### src/hw/rtl/cyclic_alarm_timer_bank_macros.svh
// Assertion macros for the alarm timer bank.
`ifndef CYCLIC_ALARM_TIMER_BANK_MACROS_SVH
`define CYCLIC_ALARM_TIMER_BANK_MACROS_SVH

// same-cycle implication
`define CATB_ASSERT_NOW(label, clk, rst, ante, cons, msg) \
   label: assert property (@(posedge clk) disable iff (rst) (ante) |-> (cons)) \
      else $error(msg);

// next-cycle implication
`define CATB_ASSERT_NEXT(label, clk, rst, ante, cons, msg) \
   label: assert property (@(posedge clk) disable iff (rst) (ante) |=> (cons)) \
      else $error(msg);

`endif

### src/hw/rtl/catb_pkg.sv
// Package: types, codes and constants of the alarm timer bank.
`timescale 1ns / 1ps
package catb_pkg;

   localparam int NUM_ALARMS_DEF = 16;
   localparam int TIME_BITS_DEF  = 32;

   localparam int OP_W       = 2;
   localparam int SLOT_W     = 4;
   localparam int ID_W       = 16;
   localparam int FIELD_MS_W = 32;
   localparam int STATUS_W   = 2;

   typedef enum logic [OP_W-1:0] {
      OP_TICK   = 2'd0,
      OP_SET    = 2'd1,
      OP_DELETE = 2'd2,
      OP_NONE   = 2'd3
   } catb_op_type;

   typedef enum logic [STATUS_W-1:0] {
      STATUS_OK       = 2'd0,
      STATUS_FULL     = 2'd1,
      STATUS_NOT_USED = 2'd2
   } catb_status_type;

   typedef enum logic [2:0] {
      ST_IDLE,
      ST_TICK,
      ST_TICK_END,
      ST_FLUSH,
      ST_SET,
      ST_DELETE
   } catb_state_type;

   typedef struct packed {
      logic rem_en;
      logic all_en;
   } catb_wr_ctl_type;

endpackage

### src/hw/rtl/catb_slot_ram.sv
// Slot store: remaining time, period and alarm id per slot, registered read.
`timescale 1ns / 1ps
module catb_slot_ram #(
   parameter int NUM_ALARMS = catb_pkg::NUM_ALARMS_DEF,
   parameter int TIME_BITS  = catb_pkg::TIME_BITS_DEF,
   parameter int IDX_W      = $clog2(NUM_ALARMS)
) (
   input  logic                      clock,
   input  catb_pkg::catb_wr_ctl_type wr_ctl,
   input  logic [IDX_W-1:0]          wr_addr,
   input  logic [TIME_BITS-1:0]      wr_rem,
   input  logic [TIME_BITS-1:0]      wr_period,
   input  logic [catb_pkg::ID_W-1:0] wr_id,
   input  logic [IDX_W-1:0]          rd_addr,
   output logic [TIME_BITS-1:0]      rd_rem,
   output logic [TIME_BITS-1:0]      rd_period,
   output logic [catb_pkg::ID_W-1:0] rd_id
);
   import catb_pkg::*;

   logic [TIME_BITS-1:0] rem_mem    [NUM_ALARMS];
   logic [TIME_BITS-1:0] period_mem [NUM_ALARMS];
   logic [ID_W-1:0]      id_mem     [NUM_ALARMS];

   always_ff @(posedge clock) begin
      if (wr_ctl.rem_en || wr_ctl.all_en) begin
         rem_mem[wr_addr] <= wr_rem;
      end
      if (wr_ctl.all_en) begin
         period_mem[wr_addr] <= wr_period;
         id_mem[wr_addr]     <= wr_id;
      end
   end

   always_ff @(posedge clock) begin
      rd_rem    <= rem_mem[rd_addr];
      rd_period <= period_mem[rd_addr];
      rd_id     <= id_mem[rd_addr];
   end

endmodule

### src/hw/rtl/catb_cmp_sub.sv
// Shared compare-subtract unit: remaining minus elapsed, and expiry test.
`timescale 1ns / 1ps
module catb_cmp_sub #(
   parameter int TIME_BITS = catb_pkg::TIME_BITS_DEF
) (
   input  logic [TIME_BITS-1:0] minuend,
   input  logic [TIME_BITS-1:0] subtrahend,
   output logic [TIME_BITS-1:0] diff,
   output logic                 at_or_below
);
   import catb_pkg::*;

   logic borrow;

   assign {borrow, diff} = {1'b0, minuend} - {1'b0, subtrahend};
   assign at_or_below    = borrow || (diff == '0);

endmodule

### src/hw/rtl/cyclic_alarm_timer_bank.sv
// Top level: alarm slot bank with sequencer, slot store and compare-subtract unit.
`timescale 1ns / 1ps
`include "cyclic_alarm_timer_bank_macros.svh"
// Usage
//  Input: a word is taken on a rising edge with start high and busy low.
//   req_operation selects tick, set relative alarm or delete; operation 3
//   is dropped with no result.
//  Output: each result word sits on the rsp_ ports for one cycle with
//   rsp_strobe high; rsp_last marks the final word of an item. The receiver
//   cannot stall; there is no back-pressure input.
//  Sequencing (while busy):
//   tick   : one slot a cycle through the single
//            compare-subtract unit and the one read port of the slot store.
//   set    : the free-slot scan looks at one slot a cycle.
//   delete : the given slot is checked and freed if in use.
//   An item's final word comes in the same cycle that busy falls; a tick's
//   earlier notify words wait until the next slot fires.
//  Reset: synchronous, active high; all slots become free and disarmed.
//   Slot contents are written on set and are not cleared.
module cyclic_alarm_timer_bank #(
   parameter int NUM_ALARMS = catb_pkg::NUM_ALARMS_DEF,
   parameter int TIME_BITS  = catb_pkg::TIME_BITS_DEF
) (
   input  logic                            clock,
   input  logic                            reset,
   input  logic                            start,
   output logic                            busy,
   input  logic [catb_pkg::OP_W-1:0]       req_operation,
   input  logic [catb_pkg::SLOT_W-1:0]     req_slot,
   input  logic [catb_pkg::ID_W-1:0]       req_alarm_id,
   input  logic [catb_pkg::FIELD_MS_W-1:0] req_start_ms,
   input  logic [catb_pkg::FIELD_MS_W-1:0] req_cycle_ms,
   input  logic [catb_pkg::FIELD_MS_W-1:0] req_elapsed_ms,
   output logic                            rsp_strobe,
   output logic                            rsp_notify,
   output logic [catb_pkg::ID_W-1:0]       rsp_fired_id,
   output logic [catb_pkg::SLOT_W-1:0]     rsp_slot_used,
   output logic [catb_pkg::STATUS_W-1:0]   rsp_status,
   output logic                            rsp_last
);
   import catb_pkg::*;

   localparam int IDX_W = $clog2(NUM_ALARMS);
   localparam int CMP_W = IDX_W + SLOT_W + 1;
   localparam logic [IDX_W-1:0] LAST_IDX = IDX_W'(NUM_ALARMS - 1);

   catb_state_type state_ff, state_in;
   logic [IDX_W-1:0]      idx_ff, idx_in;
   logic                  pipe_v_ff, pipe_v_in;
   logic [IDX_W-1:0]      pipe_idx_ff, pipe_idx_in;
   logic                  held_v_ff, held_v_in;
   logic [ID_W-1:0]       held_id_ff, held_id_in;
   logic [IDX_W-1:0]      held_slot_ff, held_slot_in;
   logic [NUM_ALARMS-1:0] armed_ff, armed_in;
   logic [NUM_ALARMS-1:0] alloc_ff, alloc_in;

   logic [SLOT_W-1:0]    slot_ff, slot_in;
   logic [ID_W-1:0]      id_ff, id_in;
   logic [TIME_BITS-1:0] start_ff, start_in;
   logic [TIME_BITS-1:0] cycle_ff, cycle_in;
   logic [TIME_BITS-1:0] elapsed_ff, elapsed_in;

   logic                 rsp_strobe_ff, rsp_strobe_in;
   logic                 rsp_notify_ff, rsp_notify_in;
   logic [ID_W-1:0]      rsp_fired_id_ff, rsp_fired_id_in;
   logic [SLOT_W-1:0]    rsp_slot_ff, rsp_slot_in;
   logic [STATUS_W-1:0]  rsp_status_ff, rsp_status_in;
   logic                 rsp_last_ff, rsp_last_in;

   catb_wr_ctl_type      wr_ctl;
   logic [IDX_W-1:0]     wr_addr;
   logic [TIME_BITS-1:0] wr_rem;
   logic [TIME_BITS-1:0] rd_rem;
   logic [TIME_BITS-1:0] rd_period;
   logic [ID_W-1:0]      rd_id;
   logic [TIME_BITS-1:0] alu_diff;
   logic                 alu_le;

   logic                 accept;
   logic                 op_taken;
   logic                 slot_armed;
   logic                 fire;
   logic [IDX_W-1:0]     del_idx;
   logic                 del_ok;

   catb_slot_ram #(
      .NUM_ALARMS (NUM_ALARMS),
      .TIME_BITS  (TIME_BITS),
      .IDX_W      (IDX_W)
   ) u_slot_ram (
      .clock     (clock),
      .wr_ctl    (wr_ctl),
      .wr_addr   (wr_addr),
      .wr_rem    (wr_rem),
      .wr_period (cycle_ff),
      .wr_id     (id_ff),
      .rd_addr   (idx_ff),
      .rd_rem    (rd_rem),
      .rd_period (rd_period),
      .rd_id     (rd_id)
   );

   catb_cmp_sub #(
      .TIME_BITS (TIME_BITS)
   ) u_cmp_sub (
      .minuend     (rd_rem),
      .subtrahend  (elapsed_ff),
      .diff        (alu_diff),
      .at_or_below (alu_le)
   );

   assign busy       = (state_ff != ST_IDLE);
   assign accept     = start && !busy;
   assign op_taken   = accept && (req_operation != OP_NONE);
   assign slot_armed = armed_ff[pipe_idx_ff];
   assign fire       = pipe_v_ff && slot_armed && alu_le;
   assign del_idx    = IDX_W'(slot_ff);
   assign del_ok     = (CMP_W'(slot_ff) < CMP_W'(NUM_ALARMS)) && alloc_ff[del_idx];

   always_ff @(posedge clock) begin
      if (reset) begin
         state_ff      <= ST_IDLE;
         pipe_v_ff     <= 1'b0;
         held_v_ff     <= 1'b0;
         armed_ff      <= '0;
         alloc_ff      <= '0;
         rsp_strobe_ff <= 1'b0;
      end else begin
         state_ff      <= state_in;
         pipe_v_ff     <= pipe_v_in;
         held_v_ff     <= held_v_in;
         armed_ff      <= armed_in;
         alloc_ff      <= alloc_in;
         rsp_strobe_ff <= rsp_strobe_in;
      end
   end

   always_ff @(posedge clock) begin
      idx_ff          <= idx_in;
      pipe_idx_ff     <= pipe_idx_in;
      held_id_ff      <= held_id_in;
      held_slot_ff    <= held_slot_in;
      slot_ff         <= slot_in;
      id_ff           <= id_in;
      start_ff        <= start_in;
      cycle_ff        <= cycle_in;
      elapsed_ff      <= elapsed_in;
      rsp_notify_ff   <= rsp_notify_in;
      rsp_fired_id_ff <= rsp_fired_id_in;
      rsp_slot_ff     <= rsp_slot_in;
      rsp_status_ff   <= rsp_status_in;
      rsp_last_ff     <= rsp_last_in;
   end

   always_comb begin
      state_in        = state_ff;
      idx_in          = idx_ff;
      pipe_v_in       = 1'b0;
      pipe_idx_in     = idx_ff;
      held_v_in       = held_v_ff;
      held_id_in      = held_id_ff;
      held_slot_in    = held_slot_ff;
      armed_in        = armed_ff;
      alloc_in        = alloc_ff;
      slot_in         = slot_ff;
      id_in           = id_ff;
      start_in        = start_ff;
      cycle_in        = cycle_ff;
      elapsed_in      = elapsed_ff;
      rsp_strobe_in   = 1'b0;
      rsp_notify_in   = 1'b0;
      rsp_fired_id_in = '0;
      rsp_slot_in     = '0;
      rsp_status_in   = STATUS_OK;
      rsp_last_in     = 1'b0;
      wr_ctl          = '0;
      wr_addr         = pipe_idx_ff;
      wr_rem          = alu_diff;

      // tick pipeline tail: slot read last cycle is judged here
      if (pipe_v_ff && slot_armed) begin
         wr_ctl.rem_en = 1'b1;
         if (alu_le) begin
            wr_rem = rd_period;
            if (rd_period == '0) begin
               armed_in[pipe_idx_ff] = 1'b0;
            end
         end
      end
      if (fire) begin
         if (held_v_ff) begin
            rsp_strobe_in   = 1'b1;
            rsp_notify_in   = 1'b1;
            rsp_fired_id_in = held_id_ff;
            rsp_slot_in     = SLOT_W'(held_slot_ff);
         end
         held_v_in    = 1'b1;
         held_id_in   = rd_id;
         held_slot_in = pipe_idx_ff;
      end

      unique case (state_ff)
         ST_IDLE: begin
            if (accept) begin
               slot_in    = req_slot;
               id_in      = req_alarm_id;
               start_in   = TIME_BITS'(req_start_ms);
               cycle_in   = TIME_BITS'(req_cycle_ms);
               elapsed_in = TIME_BITS'(req_elapsed_ms);
               idx_in     = '0;
               unique case (catb_op_type'(req_operation))
                  OP_TICK:   state_in = ST_TICK;
                  OP_SET:    state_in = ST_SET;
                  OP_DELETE: state_in = ST_DELETE;
                  OP_NONE:   state_in = ST_IDLE;
                  default:   state_in = ST_IDLE;
               endcase
            end
         end
         ST_TICK: begin
            pipe_v_in = 1'b1;
            idx_in    = idx_ff + 1'b1;
            if (idx_ff == LAST_IDX) begin
               state_in = ST_TICK_END;
            end
         end
         ST_TICK_END: begin
            state_in = ST_FLUSH;
         end
         ST_FLUSH: begin
            rsp_strobe_in = 1'b1;
            rsp_last_in   = 1'b1;
            if (held_v_ff) begin
               rsp_notify_in   = 1'b1;
               rsp_fired_id_in = held_id_ff;
               rsp_slot_in     = SLOT_W'(held_slot_ff);
            end
            held_v_in = 1'b0;
            state_in  = ST_IDLE;
         end
         ST_SET: begin
            if (!alloc_ff[idx_ff]) begin
               wr_ctl.all_en    = 1'b1;
               wr_addr          = idx_ff;
               wr_rem           = start_ff;
               alloc_in[idx_ff] = 1'b1;
               armed_in[idx_ff] = 1'b1;
               rsp_strobe_in    = 1'b1;
               rsp_slot_in      = SLOT_W'(idx_ff);
               rsp_last_in      = 1'b1;
               state_in         = ST_IDLE;
            end else if (idx_ff == LAST_IDX) begin
               rsp_strobe_in = 1'b1;
               rsp_status_in = STATUS_FULL;
               rsp_last_in   = 1'b1;
               state_in      = ST_IDLE;
            end else begin
               idx_in = idx_ff + 1'b1;
            end
         end
         ST_DELETE: begin
            rsp_strobe_in = 1'b1;
            rsp_slot_in   = slot_ff;
            rsp_last_in   = 1'b1;
            if (del_ok) begin
               alloc_in[del_idx] = 1'b0;
               armed_in[del_idx] = 1'b0;
            end else begin
               rsp_status_in = STATUS_NOT_USED;
            end
            state_in = ST_IDLE;
         end
         default: state_in = ST_IDLE;
      endcase
   end

   assign rsp_strobe    = rsp_strobe_ff;
   assign rsp_notify    = rsp_notify_ff;
   assign rsp_fired_id  = rsp_fired_id_ff;
   assign rsp_slot_used = rsp_slot_ff;
   assign rsp_status    = rsp_status_ff;
   assign rsp_last      = rsp_last_ff;

   `CATB_ASSERT_NOW(a_rsp_follows_work, clock, reset, rsp_strobe, $past(busy), "stray word")
   `CATB_ASSERT_NEXT(a_last_ends_run, clock, reset, rsp_strobe && rsp_last, !rsp_strobe, "late word")
   `CATB_ASSERT_NEXT(a_accept_goes_busy, clock, reset, op_taken, busy, "word not started")
   `CATB_ASSERT_NOW(a_idle_no_held, clock, reset, !busy, !held_v_ff, "held notify when idle")

endmodule

### config.mk
export PLATFORM = sky130hd
export DESIGN_NAME = cyclic_alarm_timer_bank
export DESIGN_NICKNAME = d
export VERILOG_FILES = /design/src/hw/rtl/catb_pkg.sv /design/src/hw/rtl/catb_slot_ram.sv /design/src/hw/rtl/catb_cmp_sub.sv /design/src/hw/rtl/cyclic_alarm_timer_bank.sv
export VERILOG_INCLUDE_DIRS = /design/src /design/src/hw/rtl
export SDC_FILE = /design/constraint.sdc
export NUM_CORES = 2
export LEC_CHECK = 0
export BUFFER_PORTS_ARGS = -buffer_cell sky130_fd_sc_hd__buf_4
export CAP_MARGIN = 20
export CORE_UTILIZATION = 50
export DETAILED_ROUTE_END_ITERATION = 10
export GPL_ROUTABILITY_DRIVEN = 1
export PLACE_DENSITY = 0.71
export SLEW_MARGIN = 5
export SYNTH_ARGS = -nofsm -noshare
export SYNTH_HDL_FRONTEND = slang
export SYNTH_SLANG_ARGS = --single-unit
### constraint.sdc
create_clock -name clock -period 6.4 [get_ports clock]
set_input_delay 0 -clock clock [delete_from_list [all_inputs] [get_ports clock]]
set_output_delay 0 -clock clock [all_outputs]
set_load 0.01 [all_outputs]
==> flow_metrics.py <==
metrics = {
    "run_status": {
        "status": "complete, no violations",
    },
    "power_and_ir_drop": {
        "intPower_mw": 19.3,
        "power_frac_comb_pct": 16.7,
        "powerDensity_mw_per_mm2": 369,
        "ir_worst_vdd_mv": 0.344,
        "clock_power_share_pct": 34.6,
        "p_sw_mw": 6.93,
        "swShare_pct": 26.4,
        "power.leakage_nw": 23.2,
        "pwr-share-seq_pct": 48.7,
    },
    "floorplan": {
        "dieHeight_um": 349,
        "initial_core_util_pct": 50.3,
        "die_w_um": 349,
        "design.die.area_sq_mm": 0.122,
        "core-area_sq_mm": 0.120,
        "ioPinCount": 147,
        "rows": 127,
    },
    "clocking": {
        "clkSinkCount": 1566,
        "htreeDepth": 4,
        "cts_root_buf": "clkbuf_16",
        "clkTransAtPathRegs_ns": 0.07,
        "clockBufferDepth": 3,
        "cts_made_buffers": 155,
        "post_cts_buffers": 0,
        "clock_latency_ns": 0.79,
        "cts_tree": "done",
        "ctsResizeCount": 0,
        "hold_buffers": 237,
    },
    "yosys": {
        "seq_area_frac_synth_pct": 75.6,
        "synth_compound_area_share_pct": 3.42,
        "synth_flop_cell": "edfxtp_1",
        "yosys.area.top_type": "edfxtp_1",
        "synthAdderAreaFrac_pct": 0.822,
        "async_reset_ff_share_pct": 0,
        "ys_seq_elements": 1566,
        "synthTopCellsByArea": "edfxtp_1, mux4_2, dfxtp_1",
        "synthesis.nets": 3093,
        "synth_top_family_by_area": "multiplexers",
        "synth_top_area_share_pct": 70.7,
        "yosysWarnings": 0,
        "post_synth_num_cell_types": 88,
        "synth_area_sq_mm": 0.0603,
        "syn_area_per_cell_sq_um": 20.6,
        "synth_edf_count": 1420,
        "netlist_instances": 2933,
        "synthXorXnorAreaFrac_pct": 0.334,
        "muxShareOfSynthArea_pct": 15.5,
        "yosys.area_share.simple_pct": 2.94,
    },
    "timing": {
        "rsz0062_at_grt": "no",
        "setup_violations": 0,
        "fin_skew_ns": 0.0421,
        "worst_slew_pin_slew_ns": 1.18,
        "min_period_ns": 5.17,
        "setup_tns_ns": 0,
        "finalHoldViolations": 0,
        "slew_headroom_pct": 21.3,
        "fmax_ghz": 0.194,
        "drv_slew": 0,
        "period_share_pct": 80.7,
    },
    "route": {
        "first_pass_iters": 5,
        "vias_per_cell": 6.07,
        "drtIter0Drc": 3415,
        "vias": 31240,
        "drc_errors": 0,
        "finalWirelength_um": 146000,
        "routedWlPerCell_um": 28.4,
        "antenna_left": 0,
    },
    "place": {
        "postPlaceCellArea_sq_mm": 0.0637,
        "hpwl_um": 79300,
        "portBuffers": 146,
        "gp_congestion": 0.908,
    },
    "global_routing": {
        "overflow": 0,
        "grt_usage_pct": 24.2,
        "grt_pass1_vias": 32190,
        "grt_pass1_wl_um": 212000,
        "grt_max_degree": 144,
        "antenna_found_initial": 5,
    },
    "job": {
        "cap_violations": 0,
    },
    "setup_path": {
        "critPathRequiredTime_ns": 6.91,
        "start_kind": "flip-flop",
        "path_max_fanout": 18,
        "setup.worst_path.class": "flip-flop to flip-flop",
        "cp.arrival_ns": 5.68,
        "end_kind": "flip-flop",
    },
    "cells_and_area": {
        "fillers": 8447,
        "utilization_pct": 59.5,
        "drive_gt1_share_pct": 26.1,
        "areaGrowthSynthToFinish_pct": 18.3,
        "final_area_sq_mm": 0.0713,
        "antenna_cells": 0,
        "final_nets": 3561,
    },
    "hold_path": {
        "hp-class": "input pin to flip-flop",
    },
}
-- area by class of cell --
| cell class | instances | area (sq um) | share of cell area [%] |
|---|---|---|---|
| Multi-Input combinational cell | 1155 | 14100 | 19.8 |
| Tap cell | 1612 | 2020 | 2.83 |
| Clock inverter | 65 | 777 | 1.09 |
| Inverter | 71 | 267 | 0.374 |
| Sequential cell | 1566 | 45600 | 63.9 |
| Timing Repair Buffer | 452 | 4160 | 5.84 |
| Clock buffer | 224 | 4400 | 6.17 |
-- worst max-delay path: stages (launching register included) --
cell and delay [ns]:
edfxtp_1 0.35, inv_1 0.05, ha_1 0.38, a21oi_1 0.33, o21ai_2 0.14, a211oi_1 0.60
nor4b_1 0.38, a2111o_1 0.17, a311oi_1 0.06, or4_4 0.50, nor4_4 0.54, nor2_4 0.20
inv_2 0.59, a31o_1 0.58
-- sequential cells by signal (all words and copies together) (netlist names), 4 cells and up --
register / flops
held_id_ff: 16
u_slot_ram.rem_mem: 512
alloc_ff: 16
u_slot_ram.rd_id: 16
u_slot_ram.rd_rem: 32
pipe_idx_ff: 4
u_slot_ram.rd_period: 32
elapsed_ff: 32
idx_ff: 4
armed_ff: 16
rsp_fired_id: 16
del_idx: 4
u_slot_ram.id_mem: 256
held_slot_ff: 4
cycle_ff: 32
id_ff: 16
rsp_slot_used: 4
start_ff: 32
u_slot_ram.period_mem: 512
-- per-stage QoR --
step           setup WS [ns]  cells  total power [mW]  hold slack, ns
2_1_floorplan          0.134   2933              15.7          0.0989
3_3_place_gp            1.53   4614              17.0           0.178
3_5_place_dp            1.45   4616              17.2           0.179
4_1_cts                 1.39   5142              26.3         0.00454
5_1_grt                0.955   5145              27.1         0.00983
6_report                1.23   5145              26.3          0.0208
-- logic make-up (layout without fill, tap and decap cells) --
group                    Yosys count  in the layout
flip-flops                      1566           1566
buffers and inverters            212            812
AO/OA/AOI/OAI                    299            299
XOR/XNOR                          23             23
adder cells (fa/ha/maj)           39             39
AND/OR/NAND/NOR                  374            374
multiplexers                     420            420
-- power by group through the flow --
stage               clock (mW)  sequential, mW  combinational (mW)
finish                    9.10            12.8                4.39
global route              9.60            12.8                4.70
CTS                       9.21            12.8                4.32
detailed placement           0            13.0                4.19
global placement             0            13.0                4.04
floorplan                    0            12.8                2.92
-- placed cells by master (no fill, tap or decap), drive strengths merged, types with 10 or more instances in the layout --
cell type,count
a211o,13
inv,73
a31oi,22
mux4,409
ha,38
a31o,12
nor4,13
o21ai,64
buf,214
xor2,10
dfxtp,146
clkbuf,225
dlygate4sd3,237
a22oi,25
mux2i,10
a21oi,82
nand3,27
edfxtp,1420
bufinv,10
nand2,135
nor3,29
clkinv,50
nor2b,10
xnor2,13
nor2,109
-- cells in the mapped netlist (all sizes together), types with 4 or more instances --
cell type,n
a31oi,22
a22oi,25
edfxtp,1420
nand2b,6
or2,4
xnor2,13
nor2b,10
o22ai,5
o21bai,4
xor2,10
nand3,27
clkbuf,101
a211o,13
ha,38
mux4,409
and2b,4
or3,9
dfxtp,146
nand4,9
nor3,29
a31o,12
a2bb2oi,5
o2111ai,5
a211oi,8
o31ai,7
and2,5
mux2i,10
nor2,109
o21a,6
a21oi,82
nor4,13
o41ai,5
nand2,135
buf,40
inv,71
o21ai,64
-- path summary, 6_finish.rpt --
| check | from | end | slack, ns | cells past startpoint |
|---|---|---|---|---|
| max | elapsed_ff[16] | u_slot_ram.rem_mem[7][27] | 1.23 | 13 |
| min | req_elapsed_ms[0] | elapsed_ff[0] | 0.02 | 2 |
| max reg2reg | elapsed_ff[16] | u_slot_ram.rem_mem[7][27] | 1.23 | 13 |
| min reg2reg | u_slot_ram.rd_id[4] | held_id_ff[4] | 0.40 | 0 |
-- metal layers --
| metal | global-route usage [%] | wire length [um] | up-vias |
|---|---|---|---|
| li1 | - | - | 13051 |
| met5 | 0 | 11 | - |
| met2 | 39.4 | 72000 | 1504 |
| met3 | 5.24 | 12500 | 248 |
| met1 | 33.0 | 58300 | 16435 |
| met4 | 7.30 | 3520 | 2 |
Power figures use the tool's default switching activity.
